$ cat src/rtl/ntc_thermistor_temperature_macros.svh
// Assertion macros shared by the thermistor thermometer RTL.
`ifndef NTC_THERMISTOR_TEMPERATURE_MACROS_SVH
`define NTC_THERMISTOR_TEMPERATURE_MACROS_SVH

`ifndef SYNTHESIS
`define NTC_ASSERT(lbl, prop) \
    lbl: assert property (@(posedge clk) disable iff (!rst_n) prop) \
        else $error("ntc assertion failed");
`define NTC_ASSERT_NEXT(lbl, ante, cons) \
    lbl: assert property (@(posedge clk) disable iff (!rst_n) (ante) |=> (cons)) \
        else $error("ntc assertion failed");
`else
`define NTC_ASSERT(lbl, prop)
`define NTC_ASSERT_NEXT(lbl, ante, cons)
`endif

`endif

$ cat src/rtl/ntc_pkg.sv
// Types, constants and the logarithm table of the thermistor thermometer.
package ntc_pkg;

    localparam int MAX_SAMPLES = 256;
    localparam int LOG_DEPTH   = 256;

    localparam int TOT_W  = 20;
    localparam int CNT_W  = 9;
    localparam int V_W    = 17;
    localparam int RQ_W   = 45;
    localparam int LOG_W  = 37;
    localparam int DIFF_W = 36;
    localparam int DVD_W  = 64;
    localparam int DVS_W  = 48;
    localparam int LT_W   = 31;

    localparam logic [23:0] LN2_Q24      = 24'd11629080;
    localparam int          KELVIN_CENTI = 27315;
    localparam int          LOW_CENTI    = -6000;
    localparam int          HIGH_CENTI   = 8000;

    // configuration register indexes
    localparam logic [2:0] REG_SUPPLY  = 3'd0;
    localparam logic [2:0] REG_FIXED_R = 3'd1;
    localparam logic [2:0] REG_R0      = 3'd2;
    localparam logic [2:0] REG_BETA    = 3'd3;
    localparam logic [2:0] REG_T0      = 3'd4;
    localparam logic [2:0] REG_COUNT   = 3'd5;
    localparam logic [2:0] REG_CAL_EN  = 3'd6;

    localparam logic [1:0] STAT_OK      = 2'd0;
    localparam logic [1:0] STAT_FAIL    = 2'd1;
    localparam logic [1:0] STAT_INVALID = 2'd2;

    // datapath operations
    localparam logic [4:0] OP_NONE    = 5'd0;
    localparam logic [4:0] OP_ACCEPT  = 5'd1;
    localparam logic [4:0] OP_VDIV    = 5'd2;
    localparam logic [4:0] OP_STV     = 5'd3;
    localparam logic [4:0] OP_RDIV    = 5'd4;
    localparam logic [4:0] OP_STRQ    = 5'd5;
    localparam logic [4:0] OP_NLOAD   = 5'd6;
    localparam logic [4:0] OP_LOOK    = 5'd7;
    localparam logic [4:0] OP_STLOG   = 5'd8;
    localparam logic [4:0] OP_DIFF    = 5'd9;
    localparam logic [4:0] OP_SAVE    = 5'd10;
    localparam logic [4:0] OP_L24     = 5'd11;
    localparam logic [4:0] OP_NUM     = 5'd12;
    localparam logic [4:0] OP_B100    = 5'd13;
    localparam logic [4:0] OP_DEN     = 5'd14;
    localparam logic [4:0] OP_TDIV    = 5'd15;
    localparam logic [4:0] OP_STT     = 5'd16;
    localparam logic [4:0] OP_OUT     = 5'd17;
    localparam logic [4:0] OP_OUTFAIL = 5'd18;

    // multiplier operand selects
    localparam logic [3:0] MUL_HOLD  = 4'd0;
    localparam logic [3:0] MUL_RAW   = 4'd1;
    localparam logic [3:0] MUL_RV    = 4'd2;
    localparam logic [3:0] MUL_INT   = 4'd3;
    localparam logic [3:0] MUL_D0    = 4'd4;
    localparam logic [3:0] MUL_D1    = 4'd5;
    localparam logic [3:0] MUL_TB    = 4'd6;
    localparam logic [3:0] MUL_TB100 = 4'd7;
    localparam logic [3:0] MUL_B100  = 4'd8;
    localparam logic [3:0] MUL_TL    = 4'd9;

    typedef struct packed {
        logic [4:0] op;
        logic [3:0] mul_sel;
        logic       second;
    } cmd_t;

    typedef struct packed {
        logic in_fail;
        logic closing;
        logic div_done;
        logic norm_done;
        logic r_valid;
        logic t_ok;
        logic den_zero;
    } stat_t;

    typedef logic [LT_W-1:0] log_tab_t [0:LOG_DEPTH];

    // log2 of a Q30 mantissa in [1,2] by repeated squaring
    function automatic logic [LT_W-1:0] log2_mant(logic [63:0] m_in);
        logic [63:0]     m;
        logic [LT_W-1:0] acc;
        m   = m_in;
        acc = '0;
        if (m >= (64'd2 << 30))
        begin
            acc = LT_W'(64'd1 << 30);
        end
        else
        begin
            for (int i = 29; i >= 0; i--)
            begin
                m = (m * m) >> 30;
                if (m >= (64'd2 << 30))
                begin
                    m = m >> 1;
                    acc[i] = 1'b1;
                end
            end
        end
        return acc;
    endfunction

    function automatic log_tab_t build_log_table();
        log_tab_t t;
        for (int k = 0; k <= LOG_DEPTH; k++)
        begin
            t[k] = log2_mant((64'(LOG_DEPTH + k) << 30) / 64'(LOG_DEPTH));
        end
        return t;
    endfunction

    localparam log_tab_t LOG_TABLE = build_log_table();

endpackage

$ cat src/rtl/ntc_ctrl.sv
// Sequencer: accepts samples, steps the datapath through a closing reading, owns the output valid.
`include "ntc_thermistor_temperature_macros.svh"

module ntc_ctrl (
    input  logic            clk,
    input  logic            rst_n,
    input  logic            s_tvalid,
    output logic            s_tready,
    output logic            m_tvalid,
    input  logic            m_tready,
    input  ntc_pkg::stat_t  st,
    output ntc_pkg::cmd_t   cmd
);

    localparam logic [4:0] S_IDLE  = 5'd0;
    localparam logic [4:0] S_FAIL  = 5'd1;
    localparam logic [4:0] S_MULV  = 5'd2;
    localparam logic [4:0] S_VDIV  = 5'd3;
    localparam logic [4:0] S_VWAIT = 5'd4;
    localparam logic [4:0] S_MULR  = 5'd5;
    localparam logic [4:0] S_RDIV  = 5'd6;
    localparam logic [4:0] S_RWAIT = 5'd7;
    localparam logic [4:0] S_CHK   = 5'd8;
    localparam logic [4:0] S_NLOAD = 5'd9;
    localparam logic [4:0] S_NORM  = 5'd10;
    localparam logic [4:0] S_LOOK  = 5'd11;
    localparam logic [4:0] S_MULI  = 5'd12;
    localparam logic [4:0] S_LOG   = 5'd13;
    localparam logic [4:0] S_DIFF  = 5'd14;
    localparam logic [4:0] S_MD0   = 5'd15;
    localparam logic [4:0] S_MD1   = 5'd16;
    localparam logic [4:0] S_L24   = 5'd17;
    localparam logic [4:0] S_MT    = 5'd18;
    localparam logic [4:0] S_MN    = 5'd19;
    localparam logic [4:0] S_MB    = 5'd20;
    localparam logic [4:0] S_ML    = 5'd21;
    localparam logic [4:0] S_DEN   = 5'd22;
    localparam logic [4:0] S_DCHK  = 5'd23;
    localparam logic [4:0] S_TDIV  = 5'd24;
    localparam logic [4:0] S_TWAIT = 5'd25;
    localparam logic [4:0] S_EMIT  = 5'd26;

    logic [4:0] state_reg;
    logic [4:0] state_next;
    logic       second_reg;
    logic       second_next;
    logic       m_tvalid_reg;
    logic       m_tvalid_next;
    logic       out_free;

    assign out_free = !m_tvalid_reg || m_tready;
    assign s_tready = (state_reg == S_IDLE);
    assign m_tvalid = m_tvalid_reg;

    always_comb
    begin
        state_next  = state_reg;
        second_next = second_reg;
        cmd.op      = ntc_pkg::OP_NONE;
        cmd.mul_sel = ntc_pkg::MUL_HOLD;
        cmd.second  = second_reg;
        case (state_reg)
            S_IDLE:
            begin
                if (s_tvalid)
                begin
                    cmd.op = ntc_pkg::OP_ACCEPT;
                    if (st.in_fail)
                    begin
                        state_next = S_FAIL;
                    end
                    else if (st.closing)
                    begin
                        state_next = S_MULV;
                    end
                end
            end
            S_FAIL:
            begin
                if (out_free)
                begin
                    cmd.op     = ntc_pkg::OP_OUTFAIL;
                    state_next = S_IDLE;
                end
            end
            S_MULV:
            begin
                cmd.mul_sel = ntc_pkg::MUL_RAW;
                state_next  = S_VDIV;
            end
            S_VDIV:
            begin
                cmd.op     = ntc_pkg::OP_VDIV;
                state_next = S_VWAIT;
            end
            S_VWAIT:
            begin
                cmd.op = ntc_pkg::OP_STV;
                if (st.div_done)
                begin
                    state_next = S_MULR;
                end
            end
            S_MULR:
            begin
                cmd.mul_sel = ntc_pkg::MUL_RV;
                state_next  = st.r_valid ? S_RDIV : S_EMIT;
            end
            S_RDIV:
            begin
                cmd.op     = ntc_pkg::OP_RDIV;
                state_next = S_RWAIT;
            end
            S_RWAIT:
            begin
                cmd.op = ntc_pkg::OP_STRQ;
                if (st.div_done)
                begin
                    state_next = S_CHK;
                end
            end
            S_CHK:
            begin
                second_next = 1'b0;
                state_next  = st.t_ok ? S_NLOAD : S_EMIT;
            end
            S_NLOAD:
            begin
                cmd.op     = ntc_pkg::OP_NLOAD;
                state_next = S_NORM;
            end
            S_NORM:
            begin
                if (st.norm_done)
                begin
                    state_next = S_LOOK;
                end
            end
            S_LOOK:
            begin
                cmd.op     = ntc_pkg::OP_LOOK;
                state_next = S_MULI;
            end
            S_MULI:
            begin
                cmd.mul_sel = ntc_pkg::MUL_INT;
                state_next  = S_LOG;
            end
            S_LOG:
            begin
                cmd.op = ntc_pkg::OP_STLOG;
                if (second_reg)
                begin
                    state_next = S_DIFF;
                end
                else
                begin
                    second_next = 1'b1;
                    state_next  = S_NLOAD;
                end
            end
            S_DIFF:
            begin
                cmd.op     = ntc_pkg::OP_DIFF;
                state_next = S_MD0;
            end
            S_MD0:
            begin
                cmd.mul_sel = ntc_pkg::MUL_D0;
                state_next  = S_MD1;
            end
            S_MD1:
            begin
                cmd.mul_sel = ntc_pkg::MUL_D1;
                cmd.op      = ntc_pkg::OP_SAVE;
                state_next  = S_L24;
            end
            S_L24:
            begin
                cmd.op     = ntc_pkg::OP_L24;
                state_next = S_MT;
            end
            S_MT:
            begin
                cmd.mul_sel = ntc_pkg::MUL_TB;
                state_next  = S_MN;
            end
            S_MN:
            begin
                cmd.mul_sel = ntc_pkg::MUL_TB100;
                state_next  = S_MB;
            end
            S_MB:
            begin
                cmd.mul_sel = ntc_pkg::MUL_B100;
                cmd.op      = ntc_pkg::OP_NUM;
                state_next  = S_ML;
            end
            S_ML:
            begin
                cmd.mul_sel = ntc_pkg::MUL_TL;
                cmd.op      = ntc_pkg::OP_B100;
                state_next  = S_DEN;
            end
            S_DEN:
            begin
                cmd.op     = ntc_pkg::OP_DEN;
                state_next = S_DCHK;
            end
            S_DCHK:
            begin
                state_next = st.den_zero ? S_EMIT : S_TDIV;
            end
            S_TDIV:
            begin
                cmd.op     = ntc_pkg::OP_TDIV;
                state_next = S_TWAIT;
            end
            S_TWAIT:
            begin
                cmd.op = ntc_pkg::OP_STT;
                if (st.div_done)
                begin
                    state_next = S_EMIT;
                end
            end
            S_EMIT:
            begin
                if (out_free)
                begin
                    cmd.op     = ntc_pkg::OP_OUT;
                    state_next = S_IDLE;
                end
            end
            default:
            begin
                state_next = S_IDLE;
            end
        endcase
    end

    always_comb
    begin
        m_tvalid_next = m_tvalid_reg && !m_tready;
        if (cmd.op == ntc_pkg::OP_OUT || cmd.op == ntc_pkg::OP_OUTFAIL)
        begin
            m_tvalid_next = 1'b1;
        end
    end

    always_ff @(posedge clk or negedge rst_n)
    begin
        if (!rst_n)
        begin
            state_reg    <= S_IDLE;
            second_reg   <= 1'b0;
            m_tvalid_reg <= 1'b0;
        end
        else
        begin
            state_reg    <= state_next;
            second_reg   <= second_next;
            m_tvalid_reg <= m_tvalid_next;
        end
    end

    `NTC_ASSERT(a_out_free, (cmd.op == ntc_pkg::OP_OUT || cmd.op == ntc_pkg::OP_OUTFAIL) |-> out_free)
    `NTC_ASSERT_NEXT(a_close_busy, s_tvalid && s_tready && st.closing, state_reg != S_IDLE)
    `NTC_ASSERT(a_both_logs, (state_reg == S_TDIV) |-> second_reg)

endmodule

$ cat config.mk
export PLATFORM = sky130hd
export DESIGN_NAME = ntc_ctrl
export DESIGN_NICKNAME = d
export VERILOG_FILES = /design/src/rtl/ntc_pkg.sv /design/src/rtl/ntc_ctrl.sv
export VERILOG_INCLUDE_DIRS = /design/src /design/src/rtl
export SDC_FILE = /design/constraint.sdc
export NUM_CORES = 1
export LEC_CHECK = 0
export BUFFER_PORTS_ARGS = -buffer_cell sky130_fd_sc_hd__buf_2
export CORE_AREA = 2 2 58 46
export CTS_CLUSTER_DIAMETER = 80
export DETAILED_ROUTE_END_ITERATION = 10
export DIE_AREA = 0 0 60 48
export PLACE_DENSITY = 0.72
export SLEW_MARGIN = 10
export SYNTH_ARGS = -nofsm -noshare
export SYNTH_HDL_FRONTEND = slang
export SYNTH_SLANG_ARGS = --single-unit
$ cat constraint.sdc
create_clock -name clk -period 2 [get_ports clk]
set_clock_uncertainty 0.05 [all_clocks]
set_input_delay 0.2 -clock clk [delete_from_list [all_inputs] [get_ports clk]]
set_output_delay 0.2 -clock clk [all_outputs]
set_load 0.01 [all_outputs]
==> summary.txt, run 1 <==
Routing
  – Vias per cell: 6.11
  – First-pass DRT Iterations: 4
  – Post-Route WL: 3.33 mm
  – Detail Route Antenna Nets: 0
  – DRC viols: 0
  – DRT iter0 DRCs: 60
  – Routed vias: 1307
  – Post-DR wirelength/cell: 15.6 um

Yosys
  – Synth Instances: 149
  – Count leader, synth: o21ai_0
  – Syn_nets: 160
  – FFs w/ async S/R, synth: 100%
  – Post-synthesis sequential area ratio: 15.7%
  – Largest cells by area after synthesis: dfrtp_1 16%, o21ai_0 6.7%, buf_2 5.8%
  – Post-synth EDFFs: 0
  – Synth top area share: 15.7%
  – Synth unique cells: 54
  – #FFs+latches synth: 7
  – Area leader, netlist: dfrtp_1
  – Avg Synthesized Cell Area: 7.48 um^2
  – Ys flop type: dfrtp_1
  – Synth warn: 0
  – Most frequent cells after synthesis: 15 x o21ai_0, 13 x buf_2, 12 x nand2_1
  – Post-Syn Area: 0.00111 mm^2

GRT
  – GRT Residual Overflow: 0
  – Largest net degree at the start of global routing: 30
  – Initial antenna violation count: 0
  – Met3 Use GR: 5.68%
  – Vias in the first global route: 1125
  – GRT Total Usage: 24.0%
  – First-pass GRT wire length: 5.13 mm
  – GR peak layer: met2
  – Met1 usage in global routing: 32.1%
  – M2 GR Usage: 39.3%

Floorplanning
  – I/O pins: 23
  – Core region area: 0.00227 mm^2
  – Starting Density: 49.1%
  – # rows: 15
  – Die X: 60 um
  – Die area: 0.00288 mm^2
  – Die height: 48 um

Clock network
  – CTS Buf Count: 3
  – Clk_lat worst skew: 250 ps
  – CTS Buffer Depth: 2
  – Clock sinks: 7
  – Clk pin slew, worst setup/hold paths: 50 ps
  – CTS root buffer: clkbuf_4
  – TritonCTS clock tree: yes
  – Htree depth: 1

Critical path
  – Crit path launch type: flop
  – Worst Path Arrival: 1720 ps
  – Critical Path Fanout Max: 7
  – FF-to-FF End: state_reg[1]$_DFFE_PN0P_
  – R2r setup slk: 110 ps
  – CP endpoint kind: output pin
  – Worst setup path start: state_reg[0]$_DFFE_PN0P_
  – Critical Path RT: 1750 ps
  – Critical path capture point: cmd[5]
  – Crit Path Class: flop to output pin
  – Worst r2r src: state_reg[0]$_DFFE_PN0P_
  – R2R depth: 6

Power
  – Total power: 0.00265 W
  – Clock share of power: 4.9%
  – Power per cell area: 1820 mW/mm^2
  – Net Sw Power: 0.00133 W
  – Comb power frac: 81.7%
  – Leakage power: 0.639 nW
  – Pint: 0.00133 W
  – Sequential fraction of design power: 13.4%
  – Sw frac: 50.0%
  – Max IR drop VDD: 0.709 mV

Job
  – Number of max-cap violations: 0

Timing
  – Hold Slack: 236 ps
  – Slew @ Worst Pin: 426 ps
  – Final worst setup slack: 25.5 ps
  – RSZ-0062 raised after global routing: yes
  – Final Max Slew Viols: 0
  – Max Clk Rate: 0.506 GHz
  – Tcrit/Tclk final: 98.7%
  – Fin. Hold Viols: 0
  – Fin crit period: 1970 ps
  – Setup violators final: 0
  – Slew headroom: 71.2%

Worst hold path
  – Worst hold-check path type: input pin to flop

Layout
  – Max reg flops: 5
  – Area grow syn2layout: 30.8%
  – Share of layout cells above drive strength 1: 41.1%
  – Number of diodes: 0
  – # nets final: 192

Status
  – Status: finished clean

Placed design
  – GP Congestion: 0.998
  – Buffers on Ports: 22
  – Post-place setup slack: 59.9 ps
  – Post-DP HPWL: 2.25 mm
[critical path, cell delays in order (launching register included)]
cell,delay [ps]
dfrtp_2,460
nor2b_1,160
o21ai_1,230
a21o_1,150
a21oi_1,70
a211o_1,260
buf_2,130
[power by group through the flow]
stage	combinational, W	clock, W	sequential [W]
after floorplan	0.00144	0	0.000249
after global placement	0.00169	0	0.000389
after detailed placement	0.00171	0	0.000395
after CTS	0.00191	0.000133	0.000333
after global routing	0.00235	0.000150	0.000361
final	0.00217	0.000130	0.000356
[cell type report]
type,count,area (um^2)
multi-input cells,121,873
fillers,201,813
inverters,2,11.3
repair buffers,46,324
clock buffers,4,26.3
flip-flops and latches,7,180
well taps,34,42.5
[metrics by stage]
step	instance area (um^2)	instances	TNS, ps	util (%)
finish	1460	214	0	64.2
global route	1460	214	-95.1	64.2
CTS	1350	210	-16.5	59.6
detailed placement	1260	198	0	55.3
global placement	1260	198	0	55.3
floorplan	1110	149	0	-
[placed cells by master, fill, tap and decap left out, types with 3 or more instances in the layout]
master / netlist / layout
a21oi_1: 10 / 9
buf_2: 13 / 22
buf_4: 3 / 18
buf_6: 2 / 3
clkbuf_4: 0 / 3
dfrtp_1: 7 / 3
dfrtp_2: 0 / 4
nand2_1: 12 / 12
nand2b_1: 7 / 4
nand3_1: 5 / 5
nor2_1: 9 / 9
nor2b_1: 7 / 4
nor3_1: 3 / 3
o21ai_0: 15 / 13
o31ai_1: 6 / 6
[worst min path at each step]
stage          startpoint                        to  slack [ps]  depth (start not counted)
5_1_grt             st[4]  state_reg[2]$_DFFE_PN0P_         260                          4
6_report            st[4]  state_reg[2]$_DFFE_PN0P_         240                          4
4_1_cts             st[4]  state_reg[2]$_DFFE_PN0P_         230                          4
3_3_place_gp        rst_n  state_reg[1]$_DFFE_PN0P_         -10                          1
3_5_place_dp        rst_n  state_reg[1]$_DFFE_PN0P_          -8                          1
2_1_floorplan       rst_n        m_tvalid$_DFF_PN0_        -150                          0
[cells by family after synthesis]
family,Yosys count,synth area share [%]
simple gates,61,34.5
compound gates,53,32.0
buf+inv,21,10.9
flops,7,15.7
mux,4,4.60
xor+xnor,3,2.36
[repair_timing]
action | in CTS | in global routing
hold buffers | 1 | 0
resized for setup | 7 | 19
pin swaps | 0 | 3
setup buffers | 7 | 4
endpoints found under the setup margin | 7 | 5
hold endpoints to repair | 7 | 0
[routing by layer]
metal / vias up / share of wire, %
li1: 621 / -
met4: 0 / 1.1
met2: 64 / 46
met1: 615 / 46
met5: - / 0
met3: 7 / 7.1
Note: power is estimated with default switching activity, not from simulation.
==> run 2: changes to the inputs <==
--- a/config.mk
+++ b/config.mk
@@ -6,12 +6,14 @@
 export SDC_FILE = /design/constraint.sdc
 export NUM_CORES = 1
 export LEC_CHECK = 0
+export ABC_AREA = 1
 export BUFFER_PORTS_ARGS = -buffer_cell sky130_fd_sc_hd__buf_2
-export CORE_AREA = 2 2 58 46
+export CORE_AREA = 2 2 56 45
 export CTS_CLUSTER_DIAMETER = 80
 export DETAILED_ROUTE_END_ITERATION = 10
-export DIE_AREA = 0 0 60 48
-export PLACE_DENSITY = 0.72
+export DIE_AREA = 0 0 58 47
+export PLACE_DENSITY = 0.7
+export SETUP_SLACK_MARGIN = 0.3
 export SLEW_MARGIN = 10
 export SYNTH_ARGS = -nofsm -noshare
 export SYNTH_HDL_FRONTEND = slang
==> run 2 against run 1 <==
  * Combinational power fell by 12%
  * Maximum frequency rose by 2.6%
  * Die area fell by 5.3%
==> summary.txt, run 2 <==
Routing
  – First-pass DRT Iterations: 6
  – Routed vias: 1572
  – Detail Route Antenna Nets: 0
  – DRC viols: 0
  – Vias per cell: 6.14
  – Post-Route WL: 4.30 mm
  – Post-DR wirelength/cell: 16.8 um
  – DRT iter0 DRCs: 146

Critical path
  – CP endpoint kind: output pin
  – Cell chain of the critical path: nor2_4, nand2_4, inv_6, nand2_2, nand2_1, inv_1, nand4_1, buf_2
  – WP buf/inv: 3
  – Critical Path Fanout Max: 6
  – Crit Path Class: flop to output pin
  – Worst Path Arrival: 1670 ps
  – Max incr delay on CP: 490 ps
  – Critical Path RT: 1750 ps
  – Crit path launch type: flop
  – Slowest CP cell: dfrtp_2
  – Top delay family on crit path: simple AND/OR/NAND/NOR gates

Job
  – Number of max-cap violations: 0

Placed design
  – Placed cells: 229
  – Buffers on Ports: 22
  – GP Congestion: 1.07
  – Post-DP HPWL: 2.53 mm

Clock network
  – CTS Buffer Depth: 2
  – TritonCTS clock tree: yes
  – Htree depth: 1
  – Clk pin slew, worst setup/hold paths: 50 ps
  – CTS root buffer: clkbuf_4
  – CTS Buf Count: 3
  – Clk_lat worst skew: 240 ps
  – Clock sinks: 7

Power
  – Net Sw Power: 0.00131 W
  – Sw frac: 55.8%
  – Max IR drop VDD: 1.11 mV
  – Leakage power: 0.968 nW
  – Power per cell area: 1480 mW/mm^2
  – Comb power frac: 80.8%
  – Sequential fraction of design power: 14.0%
  – Clock share of power: 5.2%
  – Pint: 0.00104 W

Timing
  – Final Max Slew Viols: 0
  – Fin crit period: 1920 ps
  – Fin. Hold Viols: 0
  – Setup violators final: 0
  – Setup TNS: 0 ps
  – Hold Slack: 129 ps
  – Max Clk Rate: 0.520 GHz
  – Slew headroom: 74.3%
  – Tcrit/Tclk final: 96.2%
  – RSZ-0062 raised after global routing: yes
  – Slew @ Worst Pin: 384 ps

Floorplanning
  – Die height: 47 um
  – Core region area: 0.00218 mm^2
  – I/O pins: 23
  – # rows: 15
  – Die area: 0.00273 mm^2
  – Die X: 58 um
  – Starting Density: 46.9%

GRT
  – Largest net degree at the start of global routing: 10
  – GRT Residual Overflow: 0
  – First-pass GRT wire length: 5.47 mm
  – Vias in the first global route: 1230
  – GRT Total Usage: 27.0%
  – Initial antenna violation count: 0

Layout
  – Commonest non-fill, non-tap cell in the layout: nand2_1
  – Area grow syn2layout: 55.4%
  – Share of layout cells above drive strength 1: 49.8%
  – Number of diodes: 0
  – # nets final: 243
  – Max reg flops: 5
  – # fillers: 156
  – Commonest cells after routing, fill and taps aside: 52 x nand2_1, 21 x buf_2, 19 x buf_4
  – Finished Layout Cells: 256

Yosys
  – Synth unique cells: 23
  – Post-Syn Area: 0.00102 mm^2
  – Area leader, netlist: nand2_1
  – Synth warn: 0
  – Synth top area share: 23.9%
  – Syn_nets: 194
  – Count leader, synth: nand2_1
  – Most frequent cells after synthesis: 65 x nand2_1, 24 x nor2_1, 18 x inv_1
  – Ys flop type: dfrtp_1
  – #FFs+latches synth: 7
  – Largest cells by area after synthesis: nand2_1 24%, dfrtp_1 17%, nor2_1 8.8%
  – Synth Instances: 183
  – Avg Synthesized Cell Area: 5.58 um^2
  – Post-synthesis sequential area ratio: 17.2%
  – Post-synth EDFFs: 0
  – FFs w/ async S/R, synth: 100%

Status
  – Status: finished clean

Worst hold path
  – Worst hold-check path type: input pin to flop
## run 2: cell types whose count changed after synthesis, moves of 8 or more
| cell | before | now |
|---|---|---|
| a21oi_1 | 10 | 2 |
| buf_2 | 13 | 0 |
| inv_1 | 2 | 18 |
| nand2_1 | 12 | 65 |
| nand3_1 | 5 | 17 |
| nor2_1 | 9 | 24 |
| o21ai_0 | 15 | 7 |
## run 2: logic make-up after synthesis
logic type             share of synthesized area, %
flip-flops                                     17.2
AND/OR/NAND/NOR                                64.7
AO/OA/AOI/OAI                                  6.74
buffers and inverters                          11.4
## run 2: what timing repair did
item,in CTS,in global routing
buffers inserted,14,8
pin swaps,11,24
hold buffers,1,0
resized for setup,24,48
endpoints found under the hold margin,7,0
gates cloned,0,0
endpoints found under the setup margin,8,13
## run 2: worst reg2reg max path: stages (launching register included)
cell,delay [ps]
dfrtp_2,490
inv_4,130
nand2_4,70
nor2_4,150
buf_4,170
nand2_1,90
o21ai_0,240
nand3b_1,160
nand2_1,70
nand2_2,80
## run 2: layout make-up
type	instances	area, um^2	area share (%)
Multi-Input combinational cell	149	921	58.0
Inverter	24	103	6.47
Tap cell	25	31.3	1.97
Clock buffer	4	26.3	1.66
Sequential cell	7	180	11.4
Timing Repair Buffer	47	325	20.5
## run 2: power by group through the flow
stage               clock network (W)  registers [W]  logic [W]
finish                       0.000122       0.000329    0.00190
global route                 0.000141       0.000335    0.00201
floorplan                           0       0.000275   0.000900
CTS                          0.000129       0.000311    0.00148
detailed placement                  0       0.000284    0.00123
global placement                    0       0.000283    0.00124
## run 2: routing by layer
metal / vias up / share of wire [%] / global-route usage, %
li1: 684 / - / -
met1: 685 / 38 / 34.8
met2: 145 / 42 / 45.0
met3: 58 / 13 / 6.89
met4: 0 / 7.2 / 9.77
met5: - / 0 / 0
## run 2: through the flow
stage / total power [W] / utilization, % / setup slack (ps) / instance area [um^2]
2_1_floorplan: 0.00117 / - / 593 / 1020
3_3_place_gp: 0.00152 / 52.9 / 321 / 1150
3_5_place_dp: 0.00151 / 52.9 / 340 / 1150
4_1_cts: 0.00192 / 62.5 / 209 / 1360
5_1_grt: 0.00249 / 72.9 / 43.2 / 1590
6_report: 0.00235 / 72.9 / 76.3 / 1590
## run 2: worst paths after layout
check / depth (start not counted) / from / end / slack [ps]
max in group asynchronous: 2 / rst_n / state_reg[3]$_DFFE_PN0P_ / 1450
worst min-delay path: 2 / m_tready / m_tvalid$_DFF_PN0_ / 130
worst min register to register: 2 / state_reg[4]$_DFFE_PN0P_ / state_reg[4]$_DFFE_PN0P_ / 490
worst max-delay path: 8 / state_reg[0]$_DFFE_PN0P_ / cmd[1] / 80
min in group asynchronous: 2 / rst_n / state_reg[0]$_DFFE_PN0P_ / 280
worst max register to register: 9 / state_reg[1]$_DFFE_PN0P_ / state_reg[2]$_DFFE_PN0P_ / 250
